--- config.mk ---
export PLATFORM = sky130hd
export DESIGN_NAME = mbq_div
export DESIGN_NICKNAME = d
export VERILOG_FILES = /design/src/hdl/mbq_pkg.sv /design/src/hdl/mbq_div.sv
export SDC_FILE = /design/constraint.sdc
export NUM_CORES = 1
export LEC_CHECK = 0
export BUFFER_PORTS_ARGS = -buffer_cell sky130_fd_sc_hd__buf_2
export CAP_MARGIN = 10
export CORE_UTILIZATION = 25
export CTS_BUF_LIST = sky130_fd_sc_hd__clkbuf_2 sky130_fd_sc_hd__clkbuf_4 sky130_fd_sc_hd__clkbuf_8
export DETAILED_ROUTE_END_ITERATION = 8
export SYNTH_ARGS = -nofsm -noshare
export SYNTH_HDL_FRONTEND = slang
export SYNTH_SLANG_ARGS = --single-unit
--- constraint.sdc ---
create_clock -name clk -period 14.95 [get_ports clk]
set_input_delay 2.99 -clock clk [delete_from_list [all_inputs] [get_ports clk]]
set_output_delay 2.99 -clock clk [all_outputs]
set_load 0.05 [all_outputs]
--- src/hdl/mbq_pkg.sv ---
// Shared types and constants for the modulated biquad low-pass block.
`timescale 1ns / 1ps
package mbq_pkg;

  localparam int ACC_W     = 72;
  localparam int MAC_A_W   = 40;
  localparam int MAC_B_W   = 32;
  localparam int MAC_CNT_W = 6;
  localparam int DIV_W     = 32;

  localparam longint unsigned ONE_Q30    = 64'd1073741824;
  localparam longint unsigned LN2_Q30    = 64'd744261118;
  localparam longint unsigned TWO_PI_Q30 = 64'd6746518852;
  localparam int UNITY_Q16   = 65536;
  localparam int MAX_FREQ_HZ = 20000;
  localparam int CUT_MIN     = 10;
  localparam int CUT_MAX     = 100;
  localparam int RESET_CUTOFF    = 80;
  localparam int RESET_RESONANCE = 50;

  typedef enum logic [1:0] {
    REG_CUTOFF    = 2'd0,
    REG_RESONANCE = 2'd1,
    REG_MOD_DEPTH = 2'd2
  } reg_idx_t;

  typedef enum logic [3:0] {
    ST_IDLE, ST_ISSUE, ST_WAIT, ST_ROM, ST_COEF, ST_DIV_START, ST_DIV_WAIT, ST_OUT
  } state_t;

  typedef enum logic [3:0] {
    OP_MIX_BASE, OP_MIX_MOD, OP_ENV, OP_ALPHA, OP_B0, OP_B1, OP_B2, OP_A1, OP_A2
  } op_t;

  typedef struct packed {
    logic                 start;
    logic                 clear;
    logic [MAC_CNT_W-1:0] nb;
  } mac_cmd_t;

endpackage

--- src/hdl/mbq_div.sv ---
// Restoring signed divider by a positive divisor, one quotient bit per cycle.
`timescale 1ns / 1ps
module mbq_div (
  input  logic                                 clk,
  input  logic                                 rst,
  input  logic                                 start,
  input  logic signed [mbq_pkg::ACC_W-1:0]     dividend,
  input  logic        [mbq_pkg::DIV_W-1:0]     divisor,
  output logic signed [mbq_pkg::ACC_W-1:0]     quotient,
  output logic                                 done
);

  localparam int CNT_W = $clog2(mbq_pkg::ACC_W);

  logic [mbq_pkg::ACC_W-1:0] dsh;
  logic [mbq_pkg::ACC_W-1:0] quo;
  logic [mbq_pkg::DIV_W:0]   rem;
  logic [mbq_pkg::DIV_W-1:0] dvs;
  logic [CNT_W-1:0]          cnt;
  logic                      neg;
  logic                      busy;
  logic [mbq_pkg::DIV_W+1:0] trial;

  assign trial = {rem, dsh[mbq_pkg::ACC_W-1]} - {2'b00, dvs};
  assign quotient = neg ? -$signed(quo) : $signed(quo);

  always_ff @(posedge clk) begin
    if (rst) begin
      busy <= 1'b0;
      done <= 1'b0;
    end else begin
      done <= 1'b0;
      if (start) begin
        busy <= 1'b1;
        cnt  <= CNT_W'(mbq_pkg::ACC_W - 1);
        neg  <= dividend[mbq_pkg::ACC_W-1];
        dsh  <= dividend[mbq_pkg::ACC_W-1] ? -dividend : dividend;
        dvs  <= divisor;
        rem  <= '0;
        quo  <= '0;
      end else if (busy) begin
        if (!trial[mbq_pkg::DIV_W+1]) begin
          rem <= trial[mbq_pkg::DIV_W:0];
          quo <= {quo[mbq_pkg::ACC_W-2:0], 1'b1};
        end else begin
          rem <= {rem[mbq_pkg::DIV_W-1:0], dsh[mbq_pkg::ACC_W-1]};
          quo <= {quo[mbq_pkg::ACC_W-2:0], 1'b0};
        end
        dsh <= dsh << 1;
        cnt <= cnt - CNT_W'(1);
        if (cnt == '0) begin
          busy <= 1'b0;
          done <= 1'b1;
        end
      end
    end
  end

endmodule

==> summary.md <==
| Metric | Value |
|---|---|
| Outcome | `completed` |
| Non-Filler Instances | `around 2200` |
| Clock Latency Late Sink | `590 ps` |
| Core area | `about 0.053 mm²` |
| Fmax | `135 MHz` |
| Mean post-synth cell area | `10.3 µm²` |
| First DRT Iteration DRCs | `477` |
| Average wire per cell in the routed design | `15.8 µm` |
| Hold path cells | `1` |
| YS warnings | `0` |
| CTS-repair resized insts | `0` |
| Power density over cell area | `119 mW/mm²` |
| IO Count | `180` |
| Die ar. | `0.0541 mm²` |
| Area growth syn-to-layout | `19.0%` |
| TritonRoute pass-1 iters | `5` |
| Final hold vios | `0` |
| Worst endpoint data arrival time | `between 4000 and 5000 ps` |
| LEAKAGE | `5.86 nW` |
| Setup CP Type | `flop to primary output` |
| Post-synth cell types | `63` |
| FF-to-FF path depth | `12` |
| Reg2Reg Capture Point | `rem[1]` |
| Critical Path Start Type | `flop` |
| VDD IR max | `about 57 µV` |
| H-tree Lvls | `2` |
| Clock-pin slew on the worst setup and hold paths | `60 ps` |
| WP data required | `11960 ps` |
| EDFF count, synth | `217` |
| Fin Setup TNS | `0 ps` |
| CTS Hold Bufs | `0` |
| Die Wd | `between 200 and 250 µm` |
| Nets | `1610` |
| Commonest non-fill, non-tap cell in the layout | `edfxtp_1` |
| Final Max Slew Viols | `0` |
| # rows | `84` |
| Post-DP HPWL | `24.1 mm` |
| Placed cell count | `2108` |
| Longest Clk Path Bufs | `3` |
| # DRC | `0` |
| CTS buffer count | `44` |
| R2r setup slk | `~11000 ps` |
| Remaining antenna violation count after routing | `0` |
| Crit. End Element | `primary output` |
| Vias in the first global route | `between 10000 and 15000` |
| Most frequent cells in the layout | `217 x edfxtp_1, 178 x buf_2, 129 x nor2_1, 100 x a21oi_1, 91 x xnor2_1` |
| Clk_skew | `15.0 ps` |
| Top_reg_cell synth | `edfxtp_1` |
| Fraction of layout cells with a size suffix above 1 | `0.190` |
| Sink Count | `219` |
| Seq/Total Area, Yosys | `0.493` |
| Period minus WS final | `about 7400 ps` |
| Placer Congestion | `0.871` |
| Max_slew headroom | `0.242` |
| Routed wire length | `34.5 mm` |
| Tcrit/Tclk final | `0.497` |
| Initial antenna violation count | `14` |
| Final setup fails | `0` |
| Final Power | `approximately 1.9 mW` |
| Reg2reg start | `dvs[1]` |
| HP Start | `busy` |
| Ys async rst share | `0` |
| Starting density of the core | `0.253` |
| Worst hold endpoint | `done` |
| Pin count of the biggest net entering global routing | `roughly 110` |
| Grt ovf | `0` |
| Final core utilization | `0.301` |
| Post-Syn Nets | `roughly 1400` |
| GRT Total Usage | `0.128` |
| Post-CTS Setup Bufs | `0` |
| Tightest Pin Transition | `1140 ps` |
| Worst hold path class | `flop to flop` |
| RSZ-0062 raised after global routing | `false` |
| CTS root buf | `clkbuf_8` |
| Via density | `4.76` |
| Yosys reg bits | `around 220` |
| First-pass GRT wire length | `55.2 mm` |
| Maxcap violations | `0` |
| Mapped Area | `0.0133 mm²` |
| CTS tree | `done` |
| Vias | `10400` |
| PortBufs | `179` |
| Critical Path Fanout Max | `5` |
| Final hold slack | `497 ps` |
| Die H | `about 230 µm` |
| Syn Inst Count | `1290` |
==> cell type report <==
type | instances | area [µm²]
Antenna cell | 3 | 7.51
Fill cell | 5500 | 36700
Inverter | 52 | 195
Multi-Input combinational cell | 962 | 6340
Sequential cell | 219 | 6560
Clock buffer | 53 | 679
Tap cell | 688 | 861
Timing Repair Buffer | 187 | 962
Clock inverter | 24 | 208
==> how the worst max path moves through the flow <==
stage                        from            to  depth (start not counted)
after global routing       quo[2]  quotient[71]                         10
after floorplan             start        cnt[0]                          4
final                     quo[14]  quotient[70]                         10
after CTS                 quo[14]  quotient[70]                         10
after detailed placement  quo[14]  quotient[70]                         10
after global placement    quo[14]  quotient[71]                         10
==> sequential cells by signal (all words and copies together), names as in the netlist <==
name / count
busy: 1
rem: 33
cnt: 7
neg: 1
dsh: 72
dvs: 32
done: 1
quo: 72
==> routing by layer <==
| metal | vias to the layer above | wire length, µm | global-route usage |
|---|---|---|---|
| met5 | - | 147 | 0 |
| met4 | 22 | 857 | 0.0462 |
| met3 | 78 | 2800 | 0.0404 |
| met2 | 307 | 15400 | 0.206 |
| met1 | 4954 | 15300 | 0.160 |
| li1 | 5050 | - | - |
==> worst max-delay path: stages, from the launching register on <==
cell and delay [ps]:
edfxtp_1 430, or4_4 570, or3_4 370, nor4_4 230, nand4b_1 360, or3_1 510
or3_1 480, nand2b_1 210, o31ai_1 270, xnor2_1 140, buf_2 270
==> cell families after synthesis <==
family	count (synthesis)	share of synthesized area
adder cells (fa/ha/maj)	37	0.0354
AO/OA/AOI/OAI	282	0.132
XOR/XNOR	165	0.109
buffers and inverters	109	0.0312
multiplexers	30	0.0229
flip-flops	219	0.493
AND/OR/NAND/NOR	448	0.176
==> cell usage after synthesis, drive strengths merged, types with 21 or more instances <==
cell type / n / area (µm²)
inv: 51 / 191
xor2: 73 / 639
or4: 23 / 180
nor2b: 74 / 463
o41ai: 21 / 191
nor2: 131 / 492
mux2i: 27 / 270
ha: 36 / 450
o31ai: 39 / 293
xnor2: 92 / 806
clkbuf: 51 / 191
a21oi: 100 / 500
o21ai: 60 / 300
or3: 28 / 185
edfxtp: 217 / 6520
nand2: 75 / 282
nor3: 21 / 105
==> stage by stage <==
stage | setup slack, ps | cell area, µm²
floorplan | 2970 | 13300
global route | 7230 | 15800
global placement | 8170 | 14900
detailed placement | 8130 | 14900
finish | 7530 | 15800
CTS | 7450 | 15800
==> power breakdown <==
| part | internal [mW] | switching (mW) | total, mW |
|---|---|---|---|
| registers | 0.739 | 0.0280 | 0.767 |
| logic | 0.166 | 0.299 | 0.465 |
| clock network | 0.368 | 0.284 | 0.652 |
Power figures use the tool's default switching activity.
