--- config.mk ---
export PLATFORM = sky130hd
export DESIGN_NAME = mbq_mac
export DESIGN_NICKNAME = d
export VERILOG_FILES = /design/src/hdl/mbq_pkg.sv /design/src/hdl/mbq_mac.sv
export SDC_FILE = /design/constraint.sdc
export NUM_CORES = 1
export LEC_CHECK = 0
export BUFFER_PORTS_ARGS = -buffer_cell sky130_fd_sc_hd__buf_4
export CORE_UTILIZATION = 65
export CTS_CLUSTER_DIAMETER = 150
export DETAILED_ROUTE_END_ITERATION = 10
export GPL_ROUTABILITY_DRIVEN = 0
export PLACE_DENSITY_LB_ADDON = 0.05
export SLEW_MARGIN = 20
export SYNTH_ARGS = -nofsm -noshare
export SYNTH_HDL_FRONTEND = slang
export SYNTH_SLANG_ARGS = --single-unit
export TNS_END_PERCENT = 20
--- constraint.sdc ---
create_clock -name clk -period 13.35 [get_ports clk]
set_input_delay 2.0025 -clock clk [delete_from_list [all_inputs] [get_ports clk]]
set_output_delay 2.0025 -clock clk [all_outputs]
set_load 0.01 [all_outputs]
--- src/hdl/mbq_pkg.sv ---
// Shared types and constants for the modulated biquad low-pass block.
`timescale 1ns / 1ps
package mbq_pkg;

  localparam int ACC_W     = 72;
  localparam int MAC_A_W   = 40;
  localparam int MAC_B_W   = 32;
  localparam int MAC_CNT_W = 6;
  localparam int DIV_W     = 32;

  localparam longint unsigned ONE_Q30    = 64'd1073741824;
  localparam longint unsigned LN2_Q30    = 64'd744261118;
  localparam longint unsigned TWO_PI_Q30 = 64'd6746518852;
  localparam int UNITY_Q16   = 65536;
  localparam int MAX_FREQ_HZ = 20000;
  localparam int CUT_MIN     = 10;
  localparam int CUT_MAX     = 100;
  localparam int RESET_CUTOFF    = 80;
  localparam int RESET_RESONANCE = 50;

  typedef enum logic [1:0] {
    REG_CUTOFF    = 2'd0,
    REG_RESONANCE = 2'd1,
    REG_MOD_DEPTH = 2'd2
  } reg_idx_t;

  typedef enum logic [3:0] {
    ST_IDLE, ST_ISSUE, ST_WAIT, ST_ROM, ST_COEF, ST_DIV_START, ST_DIV_WAIT, ST_OUT
  } state_t;

  typedef enum logic [3:0] {
    OP_MIX_BASE, OP_MIX_MOD, OP_ENV, OP_ALPHA, OP_B0, OP_B1, OP_B2, OP_A1, OP_A2
  } op_t;

  typedef struct packed {
    logic                 start;
    logic                 clear;
    logic [MAC_CNT_W-1:0] nb;
  } mac_cmd_t;

endpackage

--- src/hdl/mbq_mac.sv ---
// Bit-serial signed multiply-accumulate unit, one multiplier bit per cycle.
`timescale 1ns / 1ps
module mbq_mac (
  input  logic                                     clk,
  input  logic                                     rst,
  input  mbq_pkg::mac_cmd_t                        cmd,
  input  logic signed [mbq_pkg::MAC_A_W-1:0]       a,
  input  logic signed [mbq_pkg::MAC_B_W-1:0]       b,
  output logic signed [mbq_pkg::ACC_W-1:0]         acc,
  output logic                                     done
);

  logic signed [mbq_pkg::ACC_W-1:0]   ash;
  logic        [mbq_pkg::MAC_B_W-1:0] bsh;
  logic        [mbq_pkg::MAC_CNT_W-1:0] cnt;
  logic                               busy;

  always_ff @(posedge clk) begin
    if (rst) begin
      busy <= 1'b0;
      done <= 1'b0;
    end else begin
      done <= 1'b0;
      if (cmd.start) begin
        busy <= 1'b1;
        cnt  <= cmd.nb - mbq_pkg::MAC_CNT_W'(1);
        ash  <= mbq_pkg::ACC_W'(a);
        bsh  <= b;
        if (cmd.clear) begin
          acc <= '0;
        end
      end else if (busy) begin
        if (bsh[0]) begin
          // sign bit of the multiplier carries negative weight
          acc <= (cnt == '0) ? acc - ash : acc + ash;
        end
        ash <= ash <<< 1;
        bsh <= bsh >> 1;
        cnt <= cnt - mbq_pkg::MAC_CNT_W'(1);
        if (cnt == '0) begin
          busy <= 1'b0;
          done <= 1'b1;
        end
      end
    end
  end

endmodule

==> impl_results.md <==
* I/O pins at around 160
* VDD IR-drop max at about 0.00010 V
* Slew margin rel. at between 30% and 40%
* Post-synth top cells: 182 x edfxtp_1, 145 x nor2_1, 135 x a21oi_1
* Full die area at between 20000 and 25000 um2
* DRC Markers at 0
* Initial drt markers at about 1000
* Initial Util at 67.3%
* CTS Buf Count at 17
* Fin crit period at approximately 6200 ps
* Placed Instances at between 1500 and 2000
* Syn Inst Count at roughly 1400
* Reg clk slew, reported paths at 80 ps
* P_leak at 5.89 nW
* Count of cell types in the netlist at 75
* Final std cells w/o fill at around 1800
* Layout cells sized above 1 at between 10% and 20%
* Initial antenna violation count at 0
* Top-count cell post-synth: edfxtp_1
* Max Freq at between 0.15 and 0.2 GHz
* Worst Path Arrival at about 6400 ps
* Post-synth EDFFs at 182
* Post-Syn Nets at ~1500
* Area growth, synth to finish at 14.8%
* Clk_skew at about 17 ps
* Post-synth ARST share at 0%
* Critical hold path startpoint: busy$_SDFF_PP0_
* Die Y at around 140 um
* Mean post-synth cell area at a little under 10 um2
* Synth Flop Type: edfxtp_1
* Detail Route Antenna Nets at 0
* Core area at a little under 20000 um2
* Crit path launch type: register
* CTS tree: built
* Antenna Cells at 0
* Reg2reg start: ash[8]$_DFFE_PP_
* Buffers on Ports at approximately 150
* Total congestion overflow at 0
* Fillers at roughly 1400
* Via count at between 10000 and 15000
* Critical path class: register to register
* Top post-synthesis cells by area: edfxtp_1 41%, ha_1 6.9%, mux2_2 6.3%
* Synth top area share at 41.2%
* Post-Synthesis Cell Area at around 13000 um2
* Clock Path Buffers at 2
* Crit. End Element: register
* Gr usage total at between 30% and 40%
* Reg2Reg Setup Slack at slightly above 7000 ps
* Ys Warns at 0
* First-pass GRT wire length at around 54000 um
* Hpwl dp at 24700 um
* Design Power at roughly 1.8 mW
* Clock Sinks at ~180
* Final net count at roughly 1600
* H-tree depth at 4
* R2R depth at 16
* Period utilization at 46.4%
* R2r endpoint: acc[67]$_SDFFCE_PP0P_
* Clk_lat worst skew at approximately 470 ps
* Hold EP: done$_SDFF_PP0_
* Hold Path Cell Cnt at 1
* Area leader, netlist: edfxtp_1
* Largest net degree at the start of global routing at 87
* CP max FO at 7
* Die extent in x at between 100 and 150 um
* Flops & latches, synth at roughly 180
* Max-slew violations at 0
* Post-Route WL at around 34000 um
* CTS resizes at 0
* PwrDens at ~120 nW/um2
* Post-CTS Setup Inserts at 0
* Clk root buf: clkbuf_16
* Sequential area share after synthesis at between 40% and 50%
* Fin util at between 70% and 80%
* DR pass1 iterations at 6
* CP Data Required Time at 13560 ps
* Worst-margin pin slew at around 970 ps
* Hold Fails Final Rpt at 0
* DR WL/cell at between 15 and 20 um
* Place WS at between 7000 and 8000 ps
* Final setup margin at 7160 ps
* Post-DR vias/cell at roughly 6.4
* Endpoints failing setup at 0
* Post-CTS Hold Buffers at 0
* Cell Rows at about 50
* RSZ-0062 raised after global routing: no
* HP Class: register to register
* Vias in the first global route at approximately 11000
* Max-Cap Viols at 0
* Post-route setup TNS at 0 ps
* Status: finished clean
==> registers in the layout, summed over array words and instances (netlist names) <==
name and count:
acc 72, ash 72, bsh 32, cnt 6
busy 1, done 1
==> how the worst max path moves through the flow <==
| stage | startpoint | endpoint | slack (ps) | depth (start not counted) |
|---|---|---|---|---|
| floorplan | cmd[7] | acc[0]$_SDFFCE_PP0P_ | 6930 | 5 |
| global placement | ash[7]$_DFFE_PP_ | acc[67]$_SDFFCE_PP0P_ | 7580 | 16 |
| detailed placement | ash[8]$_DFFE_PP_ | acc[67]$_SDFFCE_PP0P_ | 7360 | 16 |
| CTS | ash[8]$_DFFE_PP_ | acc[67]$_SDFFCE_PP0P_ | 7340 | 16 |
| global route | ash[8]$_DFFE_PP_ | acc[67]$_SDFFCE_PP0P_ | 6870 | 16 |
| finish | ash[8]$_DFFE_PP_ | acc[67]$_SDFFCE_PP0P_ | 7160 | 16 |
==> metrics by stage <==
| stage | cell area, um2 | hold slack, ps |
|---|---|---|
| after detailed placement | 14600 | 478 |
| after CTS | 15200 | 496 |
| final | 15200 | 504 |
| after global placement | 14600 | 477 |
| after global routing | 15200 | 513 |
| after floorplan | 13300 | 460 |
==> critical path, cell delays in order, from the launching register on <==
cell and delay (ps):
edfxtp_1 450, or4_1 630, nor4_1 470, nand3b_1 360, or4_1 610, o21ai_0 220, xor2_1 100, ha_1 420
nand4_1 250, or3_1 420, or4_1 480, a21oi_1 280, o21ai_1 200, o21ai_1 250, a21oi_1 210, o31a_1 290
mux2_1 310
==> routing by layer <==
| layer | vias up | wire length (um) | GRT usage (%) | share of wire (%) |
|---|---|---|---|---|
| met4 | 0 | 779 | 11.0 | 2.3 |
| met5 | - | 0 | 0 | 0 |
| li1 | 5306 | - | - | - |
| met2 | 574 | 15800 | 52.7 | 46 |
| met3 | 81 | 3180 | 7.31 | 9.3 |
| met1 | 5281 | 14400 | 45.6 | 42 |
==> where the power goes <==
| part | internal (mW) | switching (mW) |
|---|---|---|
| clock | 0.270 | 0.299 |
| sequential | 0.693 | 0.0314 |
| combinational | 0.196 | 0.275 |
==> final cells by class <==
| cell class | instances | area (um2) | share of cell area [%] |
|---|---|---|---|
| inverters | 64 | 243 | 1.59 |
| clock buffers | 17 | 425 | 2.79 |
| clock inverters | 15 | 234 | 1.54 |
| multi-input cells | 1061 | 7280 | 47.8 |
| well taps | 265 | 332 | 2.18 |
| flip-flops and latches | 184 | 5510 | 36.2 |
| repair buffers | 160 | 1200 | 7.91 |
==> layout by cell type, fill, tap and decap left out, types with 4 or more instances in the layout <==
cell       count
or4_1          7
inv_12         7
o21ai_0       96
nand4_1       33
nor2b_1       21
or2_2          6
nor2_1       144
nor4_1         7
xor2_1        35
mux2i_1        8
a21o_1        24
clkbuf_16     17
o211ai_1      11
buf_4        159
xnor2_1       95
or3_1         11
edfxtp_1     182
or4_4          4
o21ai_1        6
nand2_1       87
a211oi_1       8
inv_1         60
and2_1         5
nand3b_1       5
a31oi_1       13
nor3_1        20
ha_1          73
o41ai_1        4
nand3_1       16
a21oi_1      135
nand2b_1      10
o21bai_1      21
and3_1         5
o31ai_1       11
o21a_1        12
mux2_2        74
==> cells by family after synthesis <==
kind of cell	after synthesis	synth area share, %
xor+xnor	130	8.58
fa+ha+maj	74	7.04
compound gates	375	17.2
buf+inv	128	3.66
simple gates	399	15.1
mux	83	6.97
flops	184	41.5
Note: power is estimated with default switching activity, not from simulation.
